===== src/sv/nearest_reference_match_macros.svh =====
// Assertion macros shared by the nearest reference match RTL.
// Depends on nothing; each use site must have i_clk and i_rst_n in scope.
`ifndef NEAREST_REFERENCE_MATCH_MACROS_SVH
`define NEAREST_REFERENCE_MATCH_MACROS_SVH

// Same-cycle implication, disabled while reset is asserted
`define NRM_ASSERT_IMP(lbl, ante, cons, msg) \
    lbl: assert property (@(posedge i_clk) disable iff (!i_rst_n) (ante) |-> (cons)) \
        else $error(msg);

// Next-cycle implication, disabled while reset is asserted
`define NRM_ASSERT_NXT(lbl, ante, cons, msg) \
    lbl: assert property (@(posedge i_clk) disable iff (!i_rst_n) (ante) |=> (cons)) \
        else $error(msg);

`endif


===== src/sv/nrm_pkg.sv =====
// Package for the nearest reference match block: widths, library tables,
// recipe scale table, sequencer states and the divider request/response types.
package nrm_pkg;

    localparam int TIME_W      = 16;
    localparam int SKEW_W      = 16;
    localparam int IDX_W       = 6;
    localparam int LIB_ENTRIES = 41;
    localparam int BUILTIN     = 41;
    localparam int RECIPE_W    = 8;
    localparam int TOL_W       = 15;
    localparam int CFG_IDX_W   = 1;
    localparam int CFG_DATA_W  = 15;
    localparam int RECIPES     = 8;

    // Shared multiplier operand and product widths
    localparam int MA_W = 32;
    localparam int MB_W = 24;
    localparam int MP_W = MA_W + MB_W;

    // Time error quotient width (Q8.16) and distance width
    localparam int E_W    = 24;
    localparam int DIST_W = 64;
    localparam int S_W    = 32;

    // Configuration register indexes
    localparam logic [CFG_IDX_W-1:0] CFG_RECIPE    = 1'b0;
    localparam logic [CFG_IDX_W-1:0] CFG_TOLERANCE = 1'b1;

    localparam logic [RECIPE_W-1:0] RECIPE_RST = 8'd0;
    localparam logic [TOL_W-1:0]    TOL_RST    = 15'd1280;

    // Weights 0.8 and 0.2 in Q0.16; skew weight carries the Q2.13 to Q8.16 step
    localparam logic [MB_W-1:0] WEIGHT_TIME  = 24'd52429;
    localparam logic [MB_W-1:0] WEIGHT_SKEW  = 24'd838848;
    localparam logic [MB_W-1:0] PCT_SCALE    = 24'd25600;
    localparam logic [15:0]     SCALE_ONE    = 16'd32768;

    localparam logic [15:0] SCALE_Q15 [RECIPES] = '{
        16'd32768, 16'd31130, 16'd34406, 16'd32113,
        16'd36045, 16'd39322, 16'd33423, 16'd30147
    };

    // Library migration times in whole seconds
    localparam logic [9:0] LIB_SEC [BUILTIN] = '{
        10'd65,  10'd68,  10'd72,  10'd80,  10'd95,  10'd102, 10'd108, 10'd118,
        10'd122, 10'd125, 10'd128, 10'd130, 10'd135, 10'd138, 10'd155, 10'd160,
        10'd165, 10'd175, 10'd180, 10'd185, 10'd190, 10'd205, 10'd215, 10'd210,
        10'd208, 10'd200, 10'd198, 10'd225, 10'd235, 10'd245, 10'd250, 10'd255,
        10'd270, 10'd280, 10'd290, 10'd285, 10'd275, 10'd310, 10'd300, 10'd330,
        10'd260
    };

    // Library skewness values, Q2.13
    localparam logic signed [SKEW_W-1:0] LIB_SKEW [BUILTIN] = '{
        16'sd819,   16'sd655,   16'sd983,   16'sd1229,  16'sd1638,  16'sd1638,
        16'sd1802,  16'sd2048,  16'sd1802,  16'sd1884,  16'sd1802,  16'sd1802,
        16'sd2048,  16'sd1884,  16'sd2458,  16'sd2294,  16'sd2458,  16'sd2867,
        16'sd2867,  16'sd3277,  16'sd0,     -16'sd819,  -16'sd983,  -16'sd819,
        -16'sd655,  -16'sd819,  -16'sd655,  -16'sd1229, -16'sd1475, -16'sd1638,
        -16'sd1638, -16'sd1802, -16'sd2048, -16'sd2048, -16'sd2294, -16'sd2048,
        -16'sd1802, -16'sd2458, -16'sd2048, -16'sd2867, -16'sd1638
    };

    typedef enum logic [4:0] {
        ST_IDLE,
        ST_LOAD,
        ST_SCALE,
        ST_DIFF,
        ST_DWAIT,
        ST_M_EE,
        ST_M_E2L,
        ST_M_E2H,
        ST_M_AA,
        ST_M_A2L,
        ST_M_A2H,
        ST_ACC,
        ST_CMP,
        ST_TOL1,
        ST_TOL2,
        ST_TOL3,
        ST_OUT
    } t_state;

    typedef struct packed {
        logic           start;
        logic [S_W-1:0] num;
        logic [S_W-1:0] den;
    } t_div_req;

    typedef struct packed {
        logic           done;
        logic [E_W-1:0] quot;
    } t_div_rsp;

    // Library time in Q10.6; entries past the built-in set read as zero
    function automatic logic [TIME_W-1:0] lib_time(input logic [IDX_W-1:0] idx);
        logic [TIME_W-1:0] v;
        v = '0;
        if (idx < IDX_W'(BUILTIN)) begin
            v = {LIB_SEC[idx], 6'b0};
        end
        return v;
    endfunction

    function automatic logic signed [SKEW_W-1:0] lib_skew(input logic [IDX_W-1:0] idx);
        logic signed [SKEW_W-1:0] v;
        v = '0;
        if (idx < IDX_W'(BUILTIN)) begin
            v = LIB_SKEW[idx];
        end
        return v;
    endfunction

    // Recipe scale in Q1.15; unknown recipes use 1.0
    function automatic logic [15:0] scale_of(input logic [RECIPE_W-1:0] recipe);
        logic [15:0] v;
        v = SCALE_ONE;
        if (recipe < RECIPE_W'(RECIPES)) begin
            v = SCALE_Q15[recipe[2:0]];
        end
        return v;
    endfunction

endpackage


===== src/sv/nrm_peak_if.sv =====
// Peak input channel: valid/ready handshake carrying time and skewness.
// Depends on nrm_pkg for field widths.
interface nrm_peak_if
    import nrm_pkg::*;
();
    logic                     valid;
    logic                     ready;
    logic [TIME_W-1:0]        peak_time;
    logic signed [SKEW_W-1:0] peak_skew;

    modport source (output valid, output peak_time, output peak_skew, input ready);
    modport sink   (input valid, input peak_time, input peak_skew, output ready);
endinterface


===== src/sv/nrm_match_if.sv =====
// Match result channel: valid/ready handshake carrying index and match flag.
// Depends on nrm_pkg for field widths.
interface nrm_match_if
    import nrm_pkg::*;
();
    logic             valid;
    logic             ready;
    logic [IDX_W-1:0] ion_index;
    logic             matched;

    modport source (output valid, output ion_index, output matched, input ready);
    modport sink   (input valid, input ion_index, input matched, output ready);
endinterface


===== src/sv/nrm_mul.sv =====
// Shared multiplier of the match sequencer: 32 x 24 bits, product registered.
// Depends on nrm_pkg for operand widths.
module nrm_mul
    import nrm_pkg::*;
(
    input  logic            i_clk,
    input  logic [MA_W-1:0] i_a,
    input  logic [MB_W-1:0] i_b,
    output logic [MP_W-1:0] o_prod
);

    logic [MP_W-1:0] r_prod;

    // Register the product; one multiply per cycle
    always_ff @(posedge i_clk) begin
        r_prod <= {{MB_W{1'b0}}, i_a} * {{MA_W{1'b0}}, i_b};
    end

    assign o_prod = r_prod;

endmodule


===== src/sv/nrm_div.sv =====
// Restoring divider for the relative time error: floor(num * 2^16 / den),
// one quotient bit a cycle, saturated to all ones. Depends on nrm_pkg.
module nrm_div
    import nrm_pkg::*;
(
    input  logic     i_clk,
    input  logic     i_rst_n,
    input  t_div_req i_req,
    output t_div_rsp o_rsp
);

    localparam logic [4:0] DIV_STEPS = 5'(E_W);

    logic           r_busy;
    logic           r_done;
    logic [4:0]     r_cnt;
    logic [S_W-1:0] r_rem;
    logic [S_W-1:0] r_den;
    logic [E_W-1:0] r_low;
    logic [E_W-1:0] r_quot;

    logic [S_W:0]   trial;
    logic [S_W:0]   trial_sub;
    logic           trial_ge;
    logic           sat_c;

    // Trial subtract of the shifted remainder
    always_comb begin
        trial     = {r_rem, r_low[E_W-1]};
        trial_sub = trial - {1'b0, r_den};
        trial_ge  = (trial >= {1'b0, r_den});
        sat_c     = ({8'b0, i_req.num} >= {i_req.den, 8'b0});
    end

    // Control: step count, busy and done pulse
    always_ff @(posedge i_clk) begin
        if (!i_rst_n) begin
            r_busy <= 1'b0;
            r_done <= 1'b0;
            r_cnt  <= '0;
        end else begin
            r_done <= 1'b0;
            if (i_req.start) begin
                if (sat_c) begin
                    r_done <= 1'b1;
                end else begin
                    r_busy <= 1'b1;
                    r_cnt  <= DIV_STEPS;
                end
            end else if (r_busy) begin
                r_cnt <= r_cnt - 5'd1;
                if (r_cnt == 5'd1) begin
                    r_busy <= 1'b0;
                    r_done <= 1'b1;
                end
            end
        end
    end

    // Datapath: load the dividend, then shift in one quotient bit per cycle
    always_ff @(posedge i_clk) begin
        if (i_req.start) begin
            r_rem  <= {8'b0, i_req.num[S_W-1:8]};
            r_low  <= {i_req.num[7:0], 16'b0};
            r_den  <= i_req.den;
            r_quot <= '1;
        end else if (r_busy) begin
            r_rem  <= trial_ge ? trial_sub[S_W-1:0] : trial[S_W-1:0];
            r_low  <= {r_low[E_W-2:0], 1'b0};
            r_quot <= {r_quot[E_W-2:0], trial_ge};
        end
    end

    assign o_rsp.done = r_done;
    assign o_rsp.quot = r_quot;

endmodule


===== src/sv/nearest_reference_match.sv =====
// Nearest reference match: a peak beat on i_peak (time Q10.6, skew Q2.13)
// is compared against the 41-entry built-in library, scanned one entry at a
// time by a sequencer around one shared 32x24 multiplier and a radix-2
// divider. The weighted distance 0.8*e^2 + 0.2*ds^2 is kept at its minimum,
// the lower index winning ties; the winner is then checked against the
// tolerance register. One result beat on o_match follows each peak beat.
// Each entry passes through the load, scale and diff setup states, the divider
// wait (cut short when its time error saturates) and 8 multiply, accumulate
// and compare steps. i_peak.ready is high only while the sequencer is idle,
// so a new peak is taken only after the previous one has been scanned and
// its result moved to the output register.
// The result sits in an output register; a new peak is accepted while it
// waits. If o_match is still stalled when the next result is done, the
// sequencer holds in its final state until the register frees.
// Configuration: i_cfg_we writes i_cfg_data to register i_cfg_index
// (0 recipe, 1 tolerance_pct); write only while idle.
// Reset (synchronous, active low) returns recipe 0, tolerance 1280 and
// empties the output register.
`include "nearest_reference_match_macros.svh"

module nearest_reference_match
    import nrm_pkg::*;
(
    input  logic                  i_clk,
    input  logic                  i_rst_n,
    nrm_peak_if.sink              i_peak,
    nrm_match_if.source           o_match,
    input  logic                  i_cfg_we,
    input  logic [CFG_IDX_W-1:0]  i_cfg_index,
    input  logic [CFG_DATA_W-1:0] i_cfg_data
);

    t_state r_state;
    t_state n_state;

    // Configuration registers
    logic [RECIPE_W-1:0] r_recipe;
    logic [TOL_W-1:0]    r_tol;

    // Per-item and per-entry working registers
    logic [TIME_W-1:0]        r_time;
    logic signed [SKEW_W-1:0] r_skew;
    logic [IDX_W-1:0]         r_idx;
    logic [TIME_W-1:0]        r_ref_time;
    logic [SKEW_W-1:0]        r_ads;
    logic [S_W-1:0]           r_s;
    logic [S_W-1:0]           r_diff;
    logic [E_W-1:0]           r_e;
    logic [MB_W-1:0]          r_e2hi;
    logic [7:0]               r_a2hi;
    logic [DIST_W-1:0]        r_dist;

    // Best entry so far
    logic [DIST_W-1:0]        r_best_dist;
    logic [IDX_W-1:0]         r_best_idx;
    logic [S_W-1:0]           r_best_diff;
    logic [S_W-1:0]           r_best_s;
    logic [46:0]              r_lhs;
    logic                     r_ok;

    // Output register
    logic                     r_out_valid;
    logic [IDX_W-1:0]         r_out_index;
    logic                     r_out_match;

    // Combinational controls
    logic                     in_fire;
    logic                     out_free;
    logic                     last_entry;
    logic [MA_W-1:0]          mul_a;
    logic [MB_W-1:0]          mul_b;
    logic [MP_W-1:0]          mul_p;
    t_div_req                 div_req;
    t_div_rsp                 div_rsp;
    logic [S_W-1:0]           s_c;
    logic [S_W-1:0]           t_c;
    logic [S_W-1:0]           diff_c;
    logic signed [SKEW_W-1:0] ref_skew_c;
    logic [SKEW_W:0]          ds_c;
    logic [SKEW_W:0]          ads_c;

    nrm_mul u_mul (
        .i_clk  (i_clk),
        .i_a    (mul_a),
        .i_b    (mul_b),
        .o_prod (mul_p)
    );

    nrm_div u_div (
        .i_clk   (i_clk),
        .i_rst_n (i_rst_n),
        .i_req   (div_req),
        .o_rsp   (div_rsp)
    );

    assign in_fire    = i_peak.valid && i_peak.ready;
    assign out_free   = !r_out_valid || o_match.ready;
    assign last_entry = (r_idx == IDX_W'(LIB_ENTRIES - 1));

    // Scaled reference, absolute time difference and skew difference
    always_comb begin
        s_c        = mul_p[S_W-1:0];
        t_c        = {1'b0, r_time, 15'b0};
        diff_c     = (t_c > s_c) ? (t_c - s_c) : (s_c - t_c);
        ref_skew_c = lib_skew(r_idx);
        ds_c       = {r_skew[SKEW_W-1], r_skew} -
                     {ref_skew_c[SKEW_W-1], ref_skew_c};
        ads_c      = ds_c[SKEW_W] ? ((SKEW_W + 1)'(0) - ds_c) : ds_c;
    end

    // Next state
    always_comb begin
        n_state = r_state;
        unique case (r_state)
            ST_IDLE:  if (in_fire) n_state = ST_LOAD;
            ST_LOAD:  n_state = ST_SCALE;
            ST_SCALE: n_state = ST_DIFF;
            ST_DIFF:  n_state = ST_DWAIT;
            ST_DWAIT: if (div_rsp.done) n_state = ST_M_EE;
            ST_M_EE:  n_state = ST_M_E2L;
            ST_M_E2L: n_state = ST_M_E2H;
            ST_M_E2H: n_state = ST_M_AA;
            ST_M_AA:  n_state = ST_M_A2L;
            ST_M_A2L: n_state = ST_M_A2H;
            ST_M_A2H: n_state = ST_ACC;
            ST_ACC:   n_state = ST_CMP;
            ST_CMP:   n_state = last_entry ? ST_TOL1 : ST_LOAD;
            ST_TOL1:  n_state = ST_TOL2;
            ST_TOL2:  n_state = ST_TOL3;
            ST_TOL3:  n_state = ST_OUT;
            ST_OUT:   if (out_free) n_state = ST_IDLE;
            default:  n_state = ST_IDLE;
        endcase
    end

    // Sequencer outputs: ready, multiplier operands, divider start
    always_comb begin
        i_peak.ready  = 1'b0;
        mul_a         = '0;
        mul_b         = '0;
        div_req.start = 1'b0;
        div_req.num   = diff_c;
        div_req.den   = s_c;
        unique case (r_state)
            ST_IDLE:  i_peak.ready = 1'b1;
            ST_SCALE: begin
                mul_a = {{(MA_W - TIME_W){1'b0}}, r_ref_time};
                mul_b = {8'b0, scale_of(r_recipe)};
            end
            ST_DIFF:  div_req.start = 1'b1;
            ST_M_EE: begin
                mul_a = {{(MA_W - E_W){1'b0}}, r_e};
                mul_b = r_e;
            end
            ST_M_E2L: begin
                mul_a = {{(MA_W - MB_W){1'b0}}, mul_p[MB_W-1:0]};
                mul_b = WEIGHT_TIME;
            end
            ST_M_E2H: begin
                mul_a = {{(MA_W - MB_W){1'b0}}, r_e2hi};
                mul_b = WEIGHT_TIME;
            end
            ST_M_AA: begin
                mul_a = {{(MA_W - SKEW_W){1'b0}}, r_ads};
                mul_b = {{(MB_W - SKEW_W){1'b0}}, r_ads};
            end
            ST_M_A2L: begin
                mul_a = {{(MA_W - MB_W){1'b0}}, mul_p[MB_W-1:0]};
                mul_b = WEIGHT_SKEW;
            end
            ST_M_A2H: begin
                mul_a = {24'b0, r_a2hi};
                mul_b = WEIGHT_SKEW;
            end
            ST_TOL1: begin
                mul_a = r_best_diff;
                mul_b = PCT_SCALE;
            end
            ST_TOL2: begin
                mul_a = r_best_s;
                mul_b = {{(MB_W - TOL_W){1'b0}}, r_tol};
            end
            default: begin
                mul_a = '0;
                mul_b = '0;
            end
        endcase
    end

    // State, configuration and output register
    always_ff @(posedge i_clk) begin
        if (!i_rst_n) begin
            r_state     <= ST_IDLE;
            r_recipe    <= RECIPE_RST;
            r_tol       <= TOL_RST;
            r_out_valid <= 1'b0;
        end else begin
            r_state <= n_state;
            if (i_cfg_we) begin
                unique case (i_cfg_index)
                    CFG_RECIPE:    r_recipe <= i_cfg_data[RECIPE_W-1:0];
                    CFG_TOLERANCE: r_tol    <= i_cfg_data[TOL_W-1:0];
                endcase
            end
            if (r_state == ST_OUT && out_free) begin
                r_out_valid <= 1'b1;
            end else if (o_match.ready) begin
                r_out_valid <= 1'b0;
            end
        end
    end

    // Datapath: latch the peak, walk the entries, accumulate and keep the best
    always_ff @(posedge i_clk) begin
        unique case (r_state)
            ST_IDLE: begin
                if (in_fire) begin
                    r_time <= i_peak.peak_time;
                    r_skew <= i_peak.peak_skew;
                    r_idx  <= '0;
                end
            end
            ST_LOAD: begin
                r_ref_time <= lib_time(r_idx);
                r_ads      <= ads_c[SKEW_W-1:0];
            end
            ST_DIFF: begin
                r_s    <= s_c;
                r_diff <= diff_c;
            end
            ST_DWAIT: if (div_rsp.done) r_e <= div_rsp.quot;
            ST_M_E2L: r_e2hi <= mul_p[2*E_W-1:MB_W];
            ST_M_E2H: r_dist <= {{(DIST_W - 40){1'b0}}, mul_p[39:0]};
            ST_M_AA:  r_dist <= r_dist + {mul_p[39:0], 24'b0};
            ST_M_A2L: r_a2hi <= mul_p[31:24];
            ST_M_A2H: r_dist <= r_dist + {20'b0, mul_p[43:0]};
            ST_ACC:   r_dist <= r_dist + {8'b0, mul_p[31:0], 24'b0};
            ST_CMP: begin
                if (r_idx == '0 || r_dist < r_best_dist) begin
                    r_best_dist <= r_dist;
                    r_best_idx  <= r_idx;
                    r_best_diff <= r_diff;
                    r_best_s    <= r_s;
                end
                if (!last_entry) begin
                    r_idx <= r_idx + IDX_W'(1);
                end
            end
            ST_TOL2: r_lhs <= mul_p[46:0];
            ST_TOL3: r_ok  <= !(r_lhs > mul_p[46:0]);
            ST_OUT: begin
                if (out_free) begin
                    r_out_index <= r_ok ? r_best_idx : '0;
                    r_out_match <= r_ok;
                end
            end
            default: begin
            end
        endcase
    end

    assign o_match.valid     = r_out_valid;
    assign o_match.ion_index = r_out_index;
    assign o_match.matched   = r_out_match;

    // Checks on the sequencer
    `NRM_ASSERT_NXT(a_accept_starts_scan, in_fire, r_state == ST_LOAD && r_idx == '0,
        "accepted peak did not start the scan at entry zero")
    `NRM_ASSERT_IMP(a_div_done_in_wait, div_rsp.done, r_state == ST_DWAIT,
        "divider finished outside the wait state")
    `NRM_ASSERT_IMP(a_idx_in_range, r_state != ST_IDLE, r_idx <= IDX_W'(LIB_ENTRIES - 1),
        "entry index ran past the library")
    `NRM_ASSERT_IMP(a_unmatched_zero, r_out_valid && !r_out_match, r_out_index == '0,
        "unmatched result carries a nonzero index")

endmodule

===== src/flat_wrapper.sv =====
// flat-port wrapper written by rule: the top's interface ports become plain ports
module nearest_reference_match_flat import nrm_pkg::*;
  (i_clk, i_rst_n, i_cfg_we, i_cfg_index, i_cfg_data, i_peak_valid, i_peak_peak_time, i_peak_peak_skew, i_peak_ready, o_match_valid, o_match_ion_index, o_match_matched, o_match_ready);
  nrm_peak_if i_peak_i ();
  nrm_match_if o_match_i ();
  input  logic i_clk;
  input  logic i_rst_n;
  input  logic i_cfg_we;
  input  logic [CFG_IDX_W-1:0] i_cfg_index;
  input  logic [CFG_DATA_W-1:0] i_cfg_data;
  input wire logic [$bits(i_peak_i.valid)-1:0] i_peak_valid;
  input wire logic [$bits(i_peak_i.peak_time)-1:0] i_peak_peak_time;
  input wire logic [$bits(i_peak_i.peak_skew)-1:0] i_peak_peak_skew;
  output wire logic [$bits(i_peak_i.ready)-1:0] i_peak_ready;
  output wire logic [$bits(o_match_i.valid)-1:0] o_match_valid;
  output wire logic [$bits(o_match_i.ion_index)-1:0] o_match_ion_index;
  output wire logic [$bits(o_match_i.matched)-1:0] o_match_matched;
  input wire logic [$bits(o_match_i.ready)-1:0] o_match_ready;
  assign i_peak_i.valid = i_peak_valid;
  assign i_peak_i.peak_time = i_peak_peak_time;
  assign i_peak_i.peak_skew = i_peak_peak_skew;
  assign i_peak_ready = i_peak_i.ready;
  assign o_match_valid = o_match_i.valid;
  assign o_match_ion_index = o_match_i.ion_index;
  assign o_match_matched = o_match_i.matched;
  assign o_match_i.ready = o_match_ready;
  nearest_reference_match u_core (.i_clk(i_clk), .i_rst_n(i_rst_n), .i_peak(i_peak_i), .o_match(o_match_i), .i_cfg_we(i_cfg_we), .i_cfg_index(i_cfg_index), .i_cfg_data(i_cfg_data));
endmodule

===== config.mk =====
export PLATFORM = sky130hd
export DESIGN_NAME = nearest_reference_match_flat
export DESIGN_NICKNAME = d
export VERILOG_FILES = /design/src/sv/nrm_pkg.sv /design/src/sv/nrm_peak_if.sv /design/src/sv/nrm_match_if.sv /design/src/sv/nrm_mul.sv /design/src/sv/nrm_div.sv /design/src/sv/nearest_reference_match.sv /design/src/flat_wrapper.sv
export VERILOG_INCLUDE_DIRS = /design/src /design/src/sv
export SDC_FILE = /design/constraint.sdc
export NUM_CORES = 2
export LEC_CHECK = 0
export BUFFER_PORTS_ARGS = -buffer_cell sky130_fd_sc_hd__buf_2
export CAP_MARGIN = 0
export CORE_MARGIN = 4
export CORE_UTILIZATION = 40
export CTS_CLUSTER_SIZE = 30
export DETAILED_ROUTE_END_ITERATION = 8
export PLACE_DENSITY = 0.65
export SYNTH_ARGS = -nofsm -noshare
export SYNTH_HDL_FRONTEND = slang
export SYNTH_SLANG_ARGS = --single-unit

===== constraint.sdc =====
create_clock -name i_clk -period 10.8 [get_ports i_clk]
set_clock_uncertainty 0.1 [all_clocks]
set_input_delay 2.16 -clock i_clk [delete_from_list [all_inputs] [get_ports i_clk]]
set_output_delay 2.16 -clock i_clk [all_outputs]
set_load 0.005 [all_outputs]

==> results_dict.tcl <==
set metrics [dict create \
    status "complete, no violations" \
    slew_headroom 0.147 \
    worst_pin_slew_ps 1280 \
    cts_resized 0 \
    grt_setup_unrepaired "false" \
    postCtsHoldBufs 0 \
    synth.distinct_cells 97 \
    dp_hpwl_um 138000 \
    n_fill_cell 13464 \
    pwr-share-clk 0.337 \
    synthMuxAreaShare 0.00992 \
    initial_core_util 0.405 \
    postCtsSetupRepairBufs 0 \
    synth-edff-count 466 \
    worst-path-max-fanout 22 \
    rows 137 \
    final_net_count 7177 \
    p_leak_uw 0.0278 \
    ios 62 \
    grt_pass1_wl_um 273000 \
    grt_max_degree 78 \
    vias 44397 \
    drt-total-wl_um 178000 \
    cts_tree "done" \
    die_area_mm2 0.148 \
    r2r-end "u_core.u_mul.o_prod[44]" \
    slew_viol_final 0 \
    seq_power_share 0.406 \
    power.internal_uw 4580 \
    crit_type "reg -> reg" \
    grtUsageTotal 0.242 \
    worstRegToRegCells 27 \
    endpoint_kind "register" \
    clock-sinks 582 \
    areaGrowthSynthToFinish_pct 9.21 \
    min_period_over_period 0.940 \
    ctsHtreeMaxLevel 3 \
    hold_end "u_core.r_best_diff[16]" \
    syn_area_mm2 0.0567 \
    die_x_um 385 \
    drv_cap 0 \
    drtIter0Drc 4375 \
    yosys_warnings 0 \
    ys_async_sr_fraction 0 \
    period_needed_ps 10160 \
    r2r_slack_ps 640 \
    postSynthCellCount 5973 \
    syn_avg_cell_area_um2 9.50 \
    hold_ws_ps 307 \
    drc 0 \
    power_per_cell_area_mw_per_mm2 109 \
    clockBufferDepth 3 \
    setup_violations 0 \
    synthSimpleGateAreaFrac 0.126 \
    synth.top_cell.area_share 0.247 \
    ys_ff_latch 582 \
    critPathLaunchType "register" \
    clk_latency_ps 640 \
    synth_top_family_by_area "adder cells" \
    port_buffers 61 \
    synth_ff_type "edfxtp_1" \
    ys_seq_area_frac 0.288 \
    cts_buffers 67 \
    vias_per_cell 5.58 \
    hold_viol_final 0 \
    max_freq_mhz 98.5 \
    cts_root_buffer "clkbuf_16" \
    path_clk_slew_ps 60 \
    core_mm2 0.140 \
    synthXorXnorAreaFrac 0.0330 \
    yosysTopAreaCell "edfxtp_1" \
    swShare 0.325 \
    globalRoute.totalOverflow 0 \
    worstHoldPathCells 0 \
    peakVddDrop_v 0.000121 \
    worstPathArrival_ps 10610 \
    final_common_cell "inv_1" \
    drive_above_1_share 0.0623 \
    grt_antenna_before_repair 5 \
    p_comb_frac 0.257 \
    hp-class "reg -> reg" \
    crit_required_ps 11250 \
    yosys.area_share.adder 0.326 \
    gp_congestion 0.950 \
    dieHeight_um 385 \
    r2r-start "u_core.r_state[2]" \
    grt_pass1_vias 44591 \
    ys_top_cells_by_area "edfxtp_1 (25%), fa_1 (22%), ha_1 (10%), inv_1 (6.7%), nand2_1 (5.2%)" \
    hp-start "u_core.r_diff[16]" \
    final_cell_mix "inv_1 (1019), nand2_1 (780), fa_1 (637)" \
    antenna_left 0 \
    setup_tns_ps 0 \
    first_pass_iters 8 \
    switchingPower_uw 2200 \
    routedWlPerCell_um 22.4 \
    synth_compound_area_frac 0.132 \
]
[metal layers]
layer  vias up  global-route usage  part of all wire
li1      19903                   -                 -
met1     22146               0.335              0.43
met2      1976               0.374              0.44
met3       370              0.0463             0.087
met4         2              0.0955             0.045
met5         -                   0          0.000073
[metrics by stage]
stage          setup slack (ps)  utilization  total power (µW)  cells  cell area (µm²)
5_1_grt                     189        0.442              7110   7956            62000
4_1_cts                     768        0.442              6790   7955            62000
3_3_place_gp               1070        0.426              4480   7834            59800
3_5_place_dp                868        0.426              4510   7834            59800
2_1_floorplan              1090            -              3980   6007            56900
6_report                    645        0.442              6780   7956            62000
[synth_stat cells, types with 28 or more instances]
cell / number
nand2b_1: 45
and2_1: 60
mux2i_1: 48
nor3_1: 43
clkbuf_1: 224
o21ai_0: 224
a211oi_1: 53
nand4_1: 58
o21bai_1: 31
xor2_1: 69
a22o_1: 29
a31oi_1: 28
edfxtp_1: 466
nor2_1: 385
o21a_1: 31
inv_1: 1019
nand2_1: 781
ha_1: 460
and3_1: 38
fa_1: 637
a21o_1: 145
o22ai_1: 33
a21oi_1: 285
dfxtp_1: 116
xnor2_1: 145
nor2b_1: 36
a22oi_1: 48
nand3_1: 83
[flip-flops by register name (all words and copies together) (netlist names), 15 cells and up]
signal               flops
u_core.r_best_dist      64
u_core.r_best_diff      31
u_core.r_skew           16
u_core.r_dist           64
u_core.r_diff           31
u_core.u_div.r_quot     24
u_core.r_lhs            47
u_core.u_div.r_den      32
u_core.u_mul.o_prod     48
u_core.r_e2hi           24
u_core.r_e              24
u_core.r_tol            15
u_core.u_div.r_rem      32
u_core.r_best_s         32
u_core.r_ads            16
u_core.r_time           16
[layout make-up]
type	count	area, µm²	area share
clock inverter	36	437	0.00705
sequential	582	16300	0.263
tap	1876	2350	0.0379
antenna	1	2.50	0.0000404
clock buffer	85	1760	0.0285
inverter	1023	3840	0.0620
timing repair buffer	203	1370	0.0221
multi-input combinational	4150	35900	0.579
[power by group through the flow]
stage          Clock, µW  Sequential [µW]  Combinational [µW]
6_report            2290             2760                1740
5_1_grt             2410             2760                1930
4_1_cts             2320             2750                1720
3_5_place_dp           0             2800                1710
3_3_place_gp           0             2800                1680
2_1_floorplan          0             2730                1260
[how the worst max path moves through the flow]
| stage | startpoint | end | slack, ps | cells after the start |
|---|---|---|---|---|
| finish | u_core.r_state[2] | u_core.u_mul.o_prod[44] | 640 | 27 |
| global route | u_core.r_state[2] | u_core.u_mul.o_prod[45] | 190 | 27 |
| CTS | u_core.r_state[2] | u_core.u_mul.o_prod[44] | 770 | 27 |
| detailed placement | u_core.r_state[2] | u_core.u_mul.o_prod[44] | 870 | 27 |
| global placement | u_core.r_state[2] | u_core.u_mul.o_prod[47] | 1070 | 28 |
| floorplan | u_core.r_state[2] | u_core.u_mul.o_prod[44] | 1090 | 31 |
[logic make-up (layout without fill, tap and decap cells)]
group / Yosys count / count (layout)
simple gates: 1616 / 1616
buf+inv: 1275 / 1347
compound gates: 1133 / 1133
fa+ha+maj: 1097 / 1097
flops: 582 / 582
xor+xnor: 214 / 214
mux: 54 / 54
other cells: 2 / 37
[critical path: stages (launching register included)]
cell	delay, ps
dfxtp_1	570
nand2_1	420
o21ai_2	920
a222oi_1	200
nand3_1	910
nand2_1	180
fa_1	540
inv_1	60
fa_1	500
inv_1	50
fa_1	480
inv_1	60
fa_1	520
fa_1	540
fa_1	550
inv_1	50
fa_1	550
inv_1	60
ha_1	390
a211o_1	320
a221o_1	330
a21o_1	190
a21oi_1	370
a21oi_1	180
o211ai_1	470
nor3_1	90
a211oi_1	290
xnor2_1	150
(Power assumes the default switching activity.)
